File: src/rtl/rgfd_pkg.sv
`default_nettype none
package rgfd_pkg;

   // Update kinds carried on rsp_update_kind
   localparam logic [2:0] KIND_PI  = 3'd0;
   localparam logic [2:0] KIND_PTY = 3'd1;
   localparam logic [2:0] KIND_TP  = 3'd2;
   localparam logic [2:0] KIND_TA  = 3'd3;
   localparam logic [2:0] KIND_AF  = 3'd4;
   localparam logic [2:0] KIND_PS  = 3'd5;
   localparam logic [2:0] KIND_RT  = 3'd6;

   // Group type codes: type number times two plus the version bit
   localparam logic [4:0] GROUP_0A = 5'd0;
   localparam logic [4:0] GROUP_0B = 5'd1;
   localparam logic [4:0] GROUP_2A = 5'd4;
   localparam logic [4:0] GROUP_2B = 5'd5;

   // Configuration register indexes
   localparam logic CSR_STRICT_LIMIT = 1'b0;
   localparam logic CSR_LOOSE_LIMIT  = 1'b1;

   localparam logic [1:0] STRICT_LIMIT_RESET = 2'd1;
   localparam logic [1:0] LOOSE_LIMIT_RESET  = 2'd2;

   localparam int NUM_STEPS   = 9;
   localparam int QUEUE_DEPTH = 2;

   // Emission steps, in the order the updates leave the block
   typedef enum logic [3:0] {
      STEP_PI_A = 4'd0,
      STEP_PI_C = 4'd1,
      STEP_PTY  = 4'd2,
      STEP_TP   = 4'd3,
      STEP_AF   = 4'd4,
      STEP_TA   = 4'd5,
      STEP_PS0  = 4'd6,
      STEP_PS1  = 4'd7,
      STEP_RT   = 4'd8
   } step_type;

   // A classified group: which updates it yields and the blocks they draw on
   typedef struct packed {
      logic [NUM_STEPS-1:0] steps;
      logic [15:0]          block_a;
      logic [15:0]          block_b;
      logic [15:0]          block_c;
      logic [15:0]          block_d;
   } desc_type;

endpackage
`default_nettype wire

File: src/rtl/rgfd_front.sv
`default_nettype none
module rgfd_front (
   input  wire logic              clock,
   input  wire logic              reset,
   input  wire logic              req_valid,
   output logic                   req_ready,
   input  wire logic              req_status_ready,
   input  wire logic              req_data_ready,
   input  wire logic [15:0]       req_block_a,
   input  wire logic [15:0]       req_block_b,
   input  wire logic [15:0]       req_block_c,
   input  wire logic [15:0]       req_block_d,
   input  wire logic [7:0]        req_error_levels,
   input  wire logic              csr_we,
   input  wire logic              csr_index,
   input  wire logic [1:0]        csr_wdata,
   input  wire logic              q_full,
   output logic                   q_push,
   output rgfd_pkg::desc_type     q_desc
);

   logic [1:0] strict_limit_ff;
   logic [1:0] strict_limit_in;
   logic [1:0] loose_limit_ff;
   logic [1:0] loose_limit_in;

   logic       keep;
   logic       ok_a;
   logic       ok_c;
   logic       ok_d;
   logic       is_0x;
   logic [4:0] group;

   always_comb begin
      strict_limit_in = strict_limit_ff;
      loose_limit_in  = loose_limit_ff;
      if (csr_we) begin
         case (csr_index)
            rgfd_pkg::CSR_STRICT_LIMIT: strict_limit_in = csr_wdata;
            rgfd_pkg::CSR_LOOSE_LIMIT:  loose_limit_in  = csr_wdata;
            default: ;
         endcase
      end
   end

   always_ff @(posedge clock) begin
      if (reset) begin
         strict_limit_ff <= rgfd_pkg::STRICT_LIMIT_RESET;
         loose_limit_ff  <= rgfd_pkg::LOOSE_LIMIT_RESET;
      end else begin
         strict_limit_ff <= strict_limit_in;
         loose_limit_ff  <= loose_limit_in;
      end
   end

   // Dropped groups are still taken from the channel; they simply never enter the queue.
   always_comb begin
      group = req_block_b[15:11];
      keep  = req_status_ready && req_data_ready &&
              (req_error_levels[5:4] <= strict_limit_ff);
      ok_a  = req_error_levels[7:6] <= loose_limit_ff;
      ok_c  = req_error_levels[3:2] <= loose_limit_ff;
      ok_d  = req_error_levels[1:0] <= loose_limit_ff;
      is_0x = (group == rgfd_pkg::GROUP_0A) || (group == rgfd_pkg::GROUP_0B);

      q_desc.block_a = req_block_a;
      q_desc.block_b = req_block_b;
      q_desc.block_c = req_block_c;
      q_desc.block_d = req_block_d;
      q_desc.steps   = '0;
      q_desc.steps[rgfd_pkg::STEP_PI_A] = ok_a;
      q_desc.steps[rgfd_pkg::STEP_PI_C] = group[0] && ok_c;
      q_desc.steps[rgfd_pkg::STEP_PTY]  = 1'b1;
      q_desc.steps[rgfd_pkg::STEP_TP]   = 1'b1;
      q_desc.steps[rgfd_pkg::STEP_AF]   = (group == rgfd_pkg::GROUP_0A) && ok_c;
      q_desc.steps[rgfd_pkg::STEP_TA]   = is_0x;
      q_desc.steps[rgfd_pkg::STEP_PS0]  = is_0x && ok_d;
      q_desc.steps[rgfd_pkg::STEP_PS1]  = is_0x && ok_d;
      q_desc.steps[rgfd_pkg::STEP_RT]   =
         ((group == rgfd_pkg::GROUP_2A) && ok_c && ok_d) ||
         ((group == rgfd_pkg::GROUP_2B) && ok_d);

      req_ready = !q_full;
      q_push    = req_valid && req_ready && keep;
   end

endmodule
`default_nettype wire

File: src/rtl/rgfd_queue.sv
`default_nettype none
module rgfd_queue (
   input  wire logic               clock,
   input  wire logic               reset,
   input  wire logic               push,
   input  wire rgfd_pkg::desc_type push_desc,
   output logic                    full,
   input  wire logic               pop,
   output logic                    pop_valid,
   output rgfd_pkg::desc_type      pop_desc
);

   rgfd_pkg::desc_type entry_ff [rgfd_pkg::QUEUE_DEPTH];
   logic       wr_ptr_ff;
   logic       wr_ptr_in;
   logic       rd_ptr_ff;
   logic       rd_ptr_in;
   logic [1:0] count_ff;
   logic [1:0] count_in;

   always_comb begin
      full      = count_ff == 2'(rgfd_pkg::QUEUE_DEPTH);
      pop_valid = count_ff != 2'd0;
      pop_desc  = entry_ff[rd_ptr_ff];
      wr_ptr_in = push ? !wr_ptr_ff : wr_ptr_ff;
      rd_ptr_in = pop ? !rd_ptr_ff : rd_ptr_ff;
      count_in  = count_ff + {1'b0, push} - {1'b0, pop};
   end

   always_ff @(posedge clock) begin
      if (reset) begin
         wr_ptr_ff <= 1'b0;
         rd_ptr_ff <= 1'b0;
         count_ff  <= 2'd0;
      end else begin
         wr_ptr_ff <= wr_ptr_in;
         rd_ptr_ff <= rd_ptr_in;
         count_ff  <= count_in;
      end
   end

   always_ff @(posedge clock) begin
      if (push) begin
         entry_ff[wr_ptr_ff] <= push_desc;
      end
   end

`ifndef SYNTHESIS
   a_no_push_when_full: assert property (@(posedge clock) disable iff (reset)
      push |-> !full) else $error("queue written while full");
   a_no_pop_when_empty: assert property (@(posedge clock) disable iff (reset)
      pop |-> pop_valid) else $error("queue read while empty");
   a_count_bounded: assert property (@(posedge clock) disable iff (reset)
      count_ff <= 2'(rgfd_pkg::QUEUE_DEPTH)) else $error("queue count out of range");
`endif

endmodule
`default_nettype wire

File: src/rtl/rgfd_back.sv
`default_nettype none
module rgfd_back (
   input  wire logic               clock,
   input  wire logic               reset,
   input  wire logic               q_valid,
   input  wire rgfd_pkg::desc_type q_desc,
   output logic                    q_pop,
   output logic                    rsp_valid,
   input  wire logic               rsp_ready,
   output logic [2:0]              rsp_update_kind,
   output logic [3:0]              rsp_position,
   output logic [31:0]             rsp_payload,
   output logic [2:0]              rsp_char_count,
   output logic                    rsp_text_ab_flag,
   output logic                    rsp_last
);

   rgfd_pkg::desc_type desc_ff;
   rgfd_pkg::desc_type desc_in;
   logic [rgfd_pkg::NUM_STEPS-1:0] steps_ff;
   logic [rgfd_pkg::NUM_STEPS-1:0] steps_in;
   logic [rgfd_pkg::NUM_STEPS-1:0] lowest;
   logic [rgfd_pkg::NUM_STEPS-1:0] rest;
   rgfd_pkg::step_type             sel;

   logic        rsp_valid_ff;
   logic        rsp_valid_in;
   logic [2:0]  kind_ff;
   logic [2:0]  kind_in;
   logic [3:0]  position_ff;
   logic [3:0]  position_in;
   logic [31:0] payload_ff;
   logic [31:0] payload_in;
   logic [2:0]  count_ff;
   logic [2:0]  count_in;
   logic        ab_ff;
   logic        ab_in;
   logic        last_ff;
   logic        last_in;

   logic        advance;
   logic        emit;
   logic [15:0] b;

   // Steps go lowest bit first, one update per cycle while rsp_ready is high.
   always_comb begin
      sel = rgfd_pkg::STEP_PI_A;
      for (int i = rgfd_pkg::NUM_STEPS - 1; i >= 0; i--) begin
         if (steps_ff[i]) begin
            sel = rgfd_pkg::step_type'(4'(i));
         end
      end
   end

   always_comb begin
      b       = desc_ff.block_b;
      lowest  = steps_ff & (~steps_ff + 1'b1);
      rest    = steps_ff & ~lowest;
      advance = !rsp_valid_ff || rsp_ready;
      emit    = advance && (steps_ff != '0);

      kind_in     = rgfd_pkg::KIND_PTY;
      position_in = 4'd0;
      payload_in  = 32'd0;
      count_in    = 3'd0;
      ab_in       = 1'b0;
      last_in     = rest == '0;
      case (sel)
         rgfd_pkg::STEP_PI_A: begin
            kind_in    = rgfd_pkg::KIND_PI;
            payload_in = {16'd0, desc_ff.block_a};
         end
         rgfd_pkg::STEP_PI_C: begin
            kind_in    = rgfd_pkg::KIND_PI;
            payload_in = {16'd0, desc_ff.block_c};
         end
         rgfd_pkg::STEP_PTY: begin
            kind_in    = rgfd_pkg::KIND_PTY;
            payload_in = {27'd0, b[9:5]};
         end
         rgfd_pkg::STEP_TP: begin
            kind_in    = rgfd_pkg::KIND_TP;
            payload_in = {31'd0, b[10]};
         end
         rgfd_pkg::STEP_AF: begin
            kind_in    = rgfd_pkg::KIND_AF;
            payload_in = {16'd0, desc_ff.block_c};
         end
         rgfd_pkg::STEP_TA: begin
            kind_in    = rgfd_pkg::KIND_TA;
            payload_in = {31'd0, b[4]};
         end
         rgfd_pkg::STEP_PS0: begin
            kind_in     = rgfd_pkg::KIND_PS;
            position_in = {1'b0, b[1:0], 1'b0};
            payload_in  = {24'd0, desc_ff.block_d[15:8]};
         end
         rgfd_pkg::STEP_PS1: begin
            kind_in     = rgfd_pkg::KIND_PS;
            position_in = {1'b0, b[1:0], 1'b1};
            payload_in  = {24'd0, desc_ff.block_d[7:0]};
         end
         rgfd_pkg::STEP_RT: begin
            kind_in     = rgfd_pkg::KIND_RT;
            position_in = b[3:0];
            ab_in       = b[4];
            // Version A carries four characters, version B only the two of block D.
            if (!b[11]) begin
               payload_in = {desc_ff.block_c, desc_ff.block_d};
               count_in   = 3'd4;
            end else begin
               payload_in = {desc_ff.block_d, 16'd0};
               count_in   = 3'd2;
            end
         end
         default: ;
      endcase

      steps_in = emit ? rest : steps_ff;
      desc_in  = desc_ff;
      q_pop    = q_valid && ((steps_ff == '0) || (emit && (rest == '0)));
      if (q_pop) begin
         steps_in = q_desc.steps;
         desc_in  = q_desc;
      end

      rsp_valid_in = emit || (rsp_valid_ff && !rsp_ready);
   end

   always_ff @(posedge clock) begin
      if (reset) begin
         steps_ff     <= '0;
         rsp_valid_ff <= 1'b0;
      end else begin
         steps_ff     <= steps_in;
         rsp_valid_ff <= rsp_valid_in;
      end
   end

   always_ff @(posedge clock) begin
      desc_ff <= desc_in;
      if (emit) begin
         kind_ff     <= kind_in;
         position_ff <= position_in;
         payload_ff  <= payload_in;
         count_ff    <= count_in;
         ab_ff       <= ab_in;
         last_ff     <= last_in;
      end
   end

   assign rsp_valid        = rsp_valid_ff;
   assign rsp_update_kind  = kind_ff;
   assign rsp_position     = position_ff;
   assign rsp_payload      = payload_ff;
   assign rsp_char_count   = count_ff;
   assign rsp_text_ab_flag = ab_ff;
   assign rsp_last         = last_ff;

`ifndef SYNTHESIS
   a_pi_never_last: assert property (@(posedge clock) disable iff (reset)
      (rsp_valid_ff && (kind_ff == rgfd_pkg::KIND_PI)) |-> !last_ff)
      else $error("PI update marked as the last of its group");
   a_even_ps_never_last: assert property (@(posedge clock) disable iff (reset)
      (rsp_valid_ff && (kind_ff == rgfd_pkg::KIND_PS) && !position_ff[0]) |-> !last_ff)
      else $error("first PS character marked as the last of its group");
   a_no_pop_while_busy: assert property (@(posedge clock) disable iff (reset)
      (q_pop && (steps_ff != '0)) |-> (emit && (rest == '0)))
      else $error("new group loaded before the current one finished");
`endif

endmodule
`default_nettype wire

File: src/rtl/rds_group_field_decoder_core.sv
`default_nettype none
// Channel   Direction  Handshake             Moves
// req_      in         req_valid/req_ready   one RDS group per transaction
// rsp_      out        rsp_valid/rsp_ready   one field update per transaction
// csr_      in         csr_we                one limit register write
//
// A kept group yields two to seven updates, one per cycle when rsp_ready is high;
// the output register sequencer in the back end sets that rate.
// Dropped groups are still taken from the channel but produce nothing.
// A two-entry queue sits between classification and emission, so new groups are
// taken while earlier ones are still being emitted; req_ready falls only when it is full.
// Reset is synchronous and restores the limits to strict 1 and loose 2.
module rds_group_field_decoder_core (
   input  wire logic        clock,
   input  wire logic        reset,
   input  wire logic        req_valid,
   output logic             req_ready,
   input  wire logic        req_status_ready,
   input  wire logic        req_data_ready,
   input  wire logic [15:0] req_block_a,
   input  wire logic [15:0] req_block_b,
   input  wire logic [15:0] req_block_c,
   input  wire logic [15:0] req_block_d,
   input  wire logic [7:0]  req_error_levels,
   output logic             rsp_valid,
   input  wire logic        rsp_ready,
   output logic [2:0]       rsp_update_kind,
   output logic [3:0]       rsp_position,
   output logic [31:0]      rsp_payload,
   output logic [2:0]       rsp_char_count,
   output logic             rsp_text_ab_flag,
   output logic             rsp_last,
   input  wire logic        csr_we,
   input  wire logic        csr_index,
   input  wire logic [1:0]  csr_wdata
);

   logic               q_full;
   logic               q_push;
   logic               q_pop;
   logic               q_valid;
   rgfd_pkg::desc_type push_desc;
   rgfd_pkg::desc_type pop_desc;

   rgfd_front u_front (
      .clock            (clock),
      .reset            (reset),
      .req_valid        (req_valid),
      .req_ready        (req_ready),
      .req_status_ready (req_status_ready),
      .req_data_ready   (req_data_ready),
      .req_block_a      (req_block_a),
      .req_block_b      (req_block_b),
      .req_block_c      (req_block_c),
      .req_block_d      (req_block_d),
      .req_error_levels (req_error_levels),
      .csr_we           (csr_we),
      .csr_index        (csr_index),
      .csr_wdata        (csr_wdata),
      .q_full           (q_full),
      .q_push           (q_push),
      .q_desc           (push_desc)
   );

   rgfd_queue u_queue (
      .clock     (clock),
      .reset     (reset),
      .push      (q_push),
      .push_desc (push_desc),
      .full      (q_full),
      .pop       (q_pop),
      .pop_valid (q_valid),
      .pop_desc  (pop_desc)
   );

   rgfd_back u_back (
      .clock            (clock),
      .reset            (reset),
      .q_valid          (q_valid),
      .q_desc           (pop_desc),
      .q_pop            (q_pop),
      .rsp_valid        (rsp_valid),
      .rsp_ready        (rsp_ready),
      .rsp_update_kind  (rsp_update_kind),
      .rsp_position     (rsp_position),
      .rsp_payload      (rsp_payload),
      .rsp_char_count   (rsp_char_count),
      .rsp_text_ab_flag (rsp_text_ab_flag),
      .rsp_last         (rsp_last)
   );

endmodule
`default_nettype wire

File: config.mk
export PLATFORM = sky130hd
export DESIGN_NAME = rds_group_field_decoder_core
export DESIGN_NICKNAME = d
export VERILOG_FILES = /design/src/rtl/rgfd_pkg.sv /design/src/rtl/rgfd_front.sv /design/src/rtl/rgfd_queue.sv /design/src/rtl/rgfd_back.sv /design/src/rtl/rds_group_field_decoder_core.sv
export SDC_FILE = /design/constraint.sdc
export NUM_CORES = 1
export LEC_CHECK = 0
export BUFFER_PORTS_ARGS = -buffer_cell sky130_fd_sc_hd__buf_2
export CAP_MARGIN = 20
export CELL_PAD_IN_SITES_DETAIL_PLACEMENT = 1
export CELL_PAD_IN_SITES_GLOBAL_PLACEMENT = 2
export CORE_MARGIN = 3
export CORE_UTILIZATION = 45
export CTS_CLUSTER_DIAMETER = 150
export CTS_CLUSTER_SIZE = 25
export DETAILED_ROUTE_END_ITERATION = 10
export PLACE_DENSITY_LB_ADDON = 0.1
export SLEW_MARGIN = 20
export SYNTH_ARGS = -nofsm -noshare
export SYNTH_HDL_FRONTEND = slang
export SYNTH_SLANG_ARGS = --single-unit
File: constraint.sdc
create_clock -name clock -period 11.1 [get_ports clock]
set_clock_uncertainty 0.1 [all_clocks]
set_input_delay 1.11 -clock clock [delete_from_list [all_inputs] [get_ports clock]]
set_output_delay 1.11 -clock clock [all_outputs]
set_load 0.05 [all_outputs]
==> run summary <==
Status: complete, no violations
Placed cells: 978
Mapped Cells: 596
Seq/Total Area, Yosys: 74.9%
Fillers: 2,070
Maxcap violations: 0
Design Area, Final: 11,300 sq um
1st-iter DRT viols: 447
Pwr Density: 310 nW/um^2
Antenna cells: 0
CP max FO: 17
Total Power: 3.50 mW
Vias in the first global route: 5,692
CP Class: reg -> reg
Final Setup Violations: 0
Worst-Margin Slew: 1020 ps
Setup ws final: 7610 ps
Yosys cell types: 55
Post-synth net total: 688
Die W: 155 um
WP data arrival: 3720 ps
Share of cells above drive strength 1: 31.5%
Dpl cell area: 10,800 sq um
Post-Route WL: 20,600 um
Register area: 7440 sq um
Fin crit share: 31.5%
Clock sinks: 254
Initial core utilization: 46.5%
Startpoint Class: flop
VDD IR max: 0.000176 V
Hpwl dp: 13,500 um
Pins Over Slew Limit: 0
CTS root buffer: clkbuf_16
R2R Path Start: u_back.steps_ff[0]
CTS H-tree depth: 1
Largest cells by area after synthesis: edfxtp_1 (71%), mux2_2 (7.3%), dfxtp_1 (3.8%), mux2i_1 (2.6%), nor2_1 (1.5%)
Post-synth EDFFs: 235
Post-CTS setup buffer count: 0
Number of vias in the routed layout: 5,385
Cells resized by post-CTS repair: 0
Fin Hold WS: 375 ps
Worst Setup End Kind: flop
Asr flop ratio synth: 0%
RSZ-0062 raised after global routing: no
Area Overhead vs Synth: 13.6%
CTS tree: done
Fmax: 286 MHz
Post-Layout Cell Count: 1,003
GR Overflow Total: 0
Multi-input gate area in the final layout: 2300 sq um
Utilization after layout: 52.8%
Leak: 4.11 nW
Leading area contributor after synthesis: edfxtp_1
Worst-case clock buffer depth: 3
Mapped cell area: 9920 sq um
Critical Path RT: 11,320 ps
Rel. slew slack: 31.9%
Clk_lat worst skew: 490 ps
Drt pass-1 iters: 4
Setup_tns: 0 ps
DIE HEIGHT: 155 um
Synth warnings: 0
DR vias/cell: 5.37
Share of the synthesized area in the top cell type: 71.1%
Hold_buf cts: 0
Final Hold Fails: 0
DR DRC count: 0
I/O pin count: 128
Fin crit period: 3490 ps
Global-route wire length before repair: 32,100 um
Routed Antenna Nets: 0
Routability cong.: 0.752
Largest net degree at the start of global routing: 67
Dpl ws: 7560 ps
Clock transition at the registers of the reported paths: 100 ps
Mapped Avg Cell Area: 16.7 sq um
Hold Crit Class: reg -> reg
Synth Register Bits: 254
Number of CTS-inserted buffers: 14
Initial antenna violation count: 0
All-Layer GR Usage: 17.2%
Worst Setup SP: u_back.steps_ff[0]
Avg WL per Cell: 20.6 um
Die area: 23,900 sq um
HP Start: u_front.loose_limit_ff[1]
Rows: 53
CORE AREA: 21,400 sq um
Quantity of I/O buffers inserted on ports: 126
Synth Flop Type: edfxtp_1
Final nets: 812
==> cell families after synthesis <==
group	count (synthesis)	share of synthesized area, %
fa+ha+maj	11	1.36
compound gates	70	5.43
buf+inv	41	2.12
other cells	1	0.0378
mux	90	9.88
flops	254	74.9
simple gates	125	5.87
xor+xnor	4	0.353
==> flip-flops by register name (all words and copies together), names as in the netlist, named ones only <==
register and flops:
u_back.b 12, u_back.desc_ff 48, u_back.rsp_char_count 2, u_back.rsp_last 1, u_back.rsp_payload 32, u_back.rsp_position 4, u_back.rsp_text_ab_flag 1, u_back.rsp_update_kind 3
u_back.rsp_valid 1, u_back.steps_ff 9, u_front.loose_limit_ff 2, u_front.strict_limit_ff 2, u_queue.count_ff 2, u_queue.entry_ff 132, u_queue.rd_ptr_ff 1, u_queue.wr_ptr_ff 1
==> cells in the mapped netlist, drive strengths merged, types with 3 or more instances <==
master,number
edfxtp,235
nor4,5
nor2b,7
nand3,5
buf,12
a32oi,4
and3,5
nor2,40
a22o,4
o22ai,4
mux2i,26
dfxtp,19
a22oi,12
mux2,64
a221o,4
nand2,39
clkbuf,14
o21ai,10
or3,3
a21oi,11
inv,15
or2,3
and2,5
o211ai,5
nor3,8
ha,10
o31ai,4
==> path summary, 6_finish.rpt <==
path,end,slack [ps],depth (start not counted)
worst max-delay path,u_back.rsp_payload[4],7610,6
worst min register to register,u_front.loose_limit_ff[1],370,1
worst max register to register,u_back.rsp_payload[4],7610,6
worst min-delay path,u_front.loose_limit_ff[1],370,1
==> worst max-delay path, cell delays in order, from the launching register on <==
cell,delay [ps]
dfxtp_1,410
nor4_1,610
nand3_1,780
nor2_1,890
a21o_1,350
nand2_1,90
o211ai_1,110
==> final cells by class <==
cell class	count	share of cell area, %
clock buffers	23	3.60
clock inverters	1	0.266
inverters	15	0.499
multi-input cells	301	20.4
flip-flops and latches	254	66.0
well taps	275	3.05
repair buffers	134	6.19
==> cell usage in the layout, fill, tap and decap left out, types with 2 or more instances in the layout <==
| master | instances |
|---|---|
| a21oi_1 | 11 |
| a221o_1 | 4 |
| a22o_1 | 4 |
| a22oi_1 | 12 |
| a32oi_1 | 4 |
| and2_1 | 5 |
| and3_1 | 5 |
| buf_2 | 126 |
| buf_4 | 7 |
| clkbuf_1 | 8 |
| clkbuf_16 | 15 |
| dfxtp_1 | 18 |
| edfxtp_1 | 235 |
| ha_1 | 10 |
| inv_1 | 13 |
| inv_2 | 2 |
| mux2_2 | 64 |
| mux2i_1 | 26 |
| nand2_1 | 39 |
| nand2b_1 | 2 |
| nand3_1 | 5 |
| nor2_1 | 38 |
| nor2_4 | 2 |
| nor2b_1 | 7 |
| nor3_1 | 8 |
| nor4_1 | 5 |
| o211ai_1 | 5 |
| o21ai_0 | 9 |
| o22ai_1 | 3 |
| o31ai_1 | 3 |
| or3_1 | 2 |
| xnor2_1 | 2 |
| xor2_1 | 2 |
==> metal layers <==
metal  up-vias  global-route usage (%)  wire [um]
li1       2515                       -          -
met1      2728                    24.0       9370
met2       121                    28.7      10000
met3        21                    2.35        885
met4         0                    4.29        360
met5         -                       0          0
==> where the power goes <==
part | internal (mW) | total, mW | switching, mW
sequential | 1.44 | 1.59 | 0.148
clock | 0.259 | 0.553 | 0.294
combinational | 0.411 | 1.36 | 0.948
Note: power is estimated with default switching activity, not from simulation.
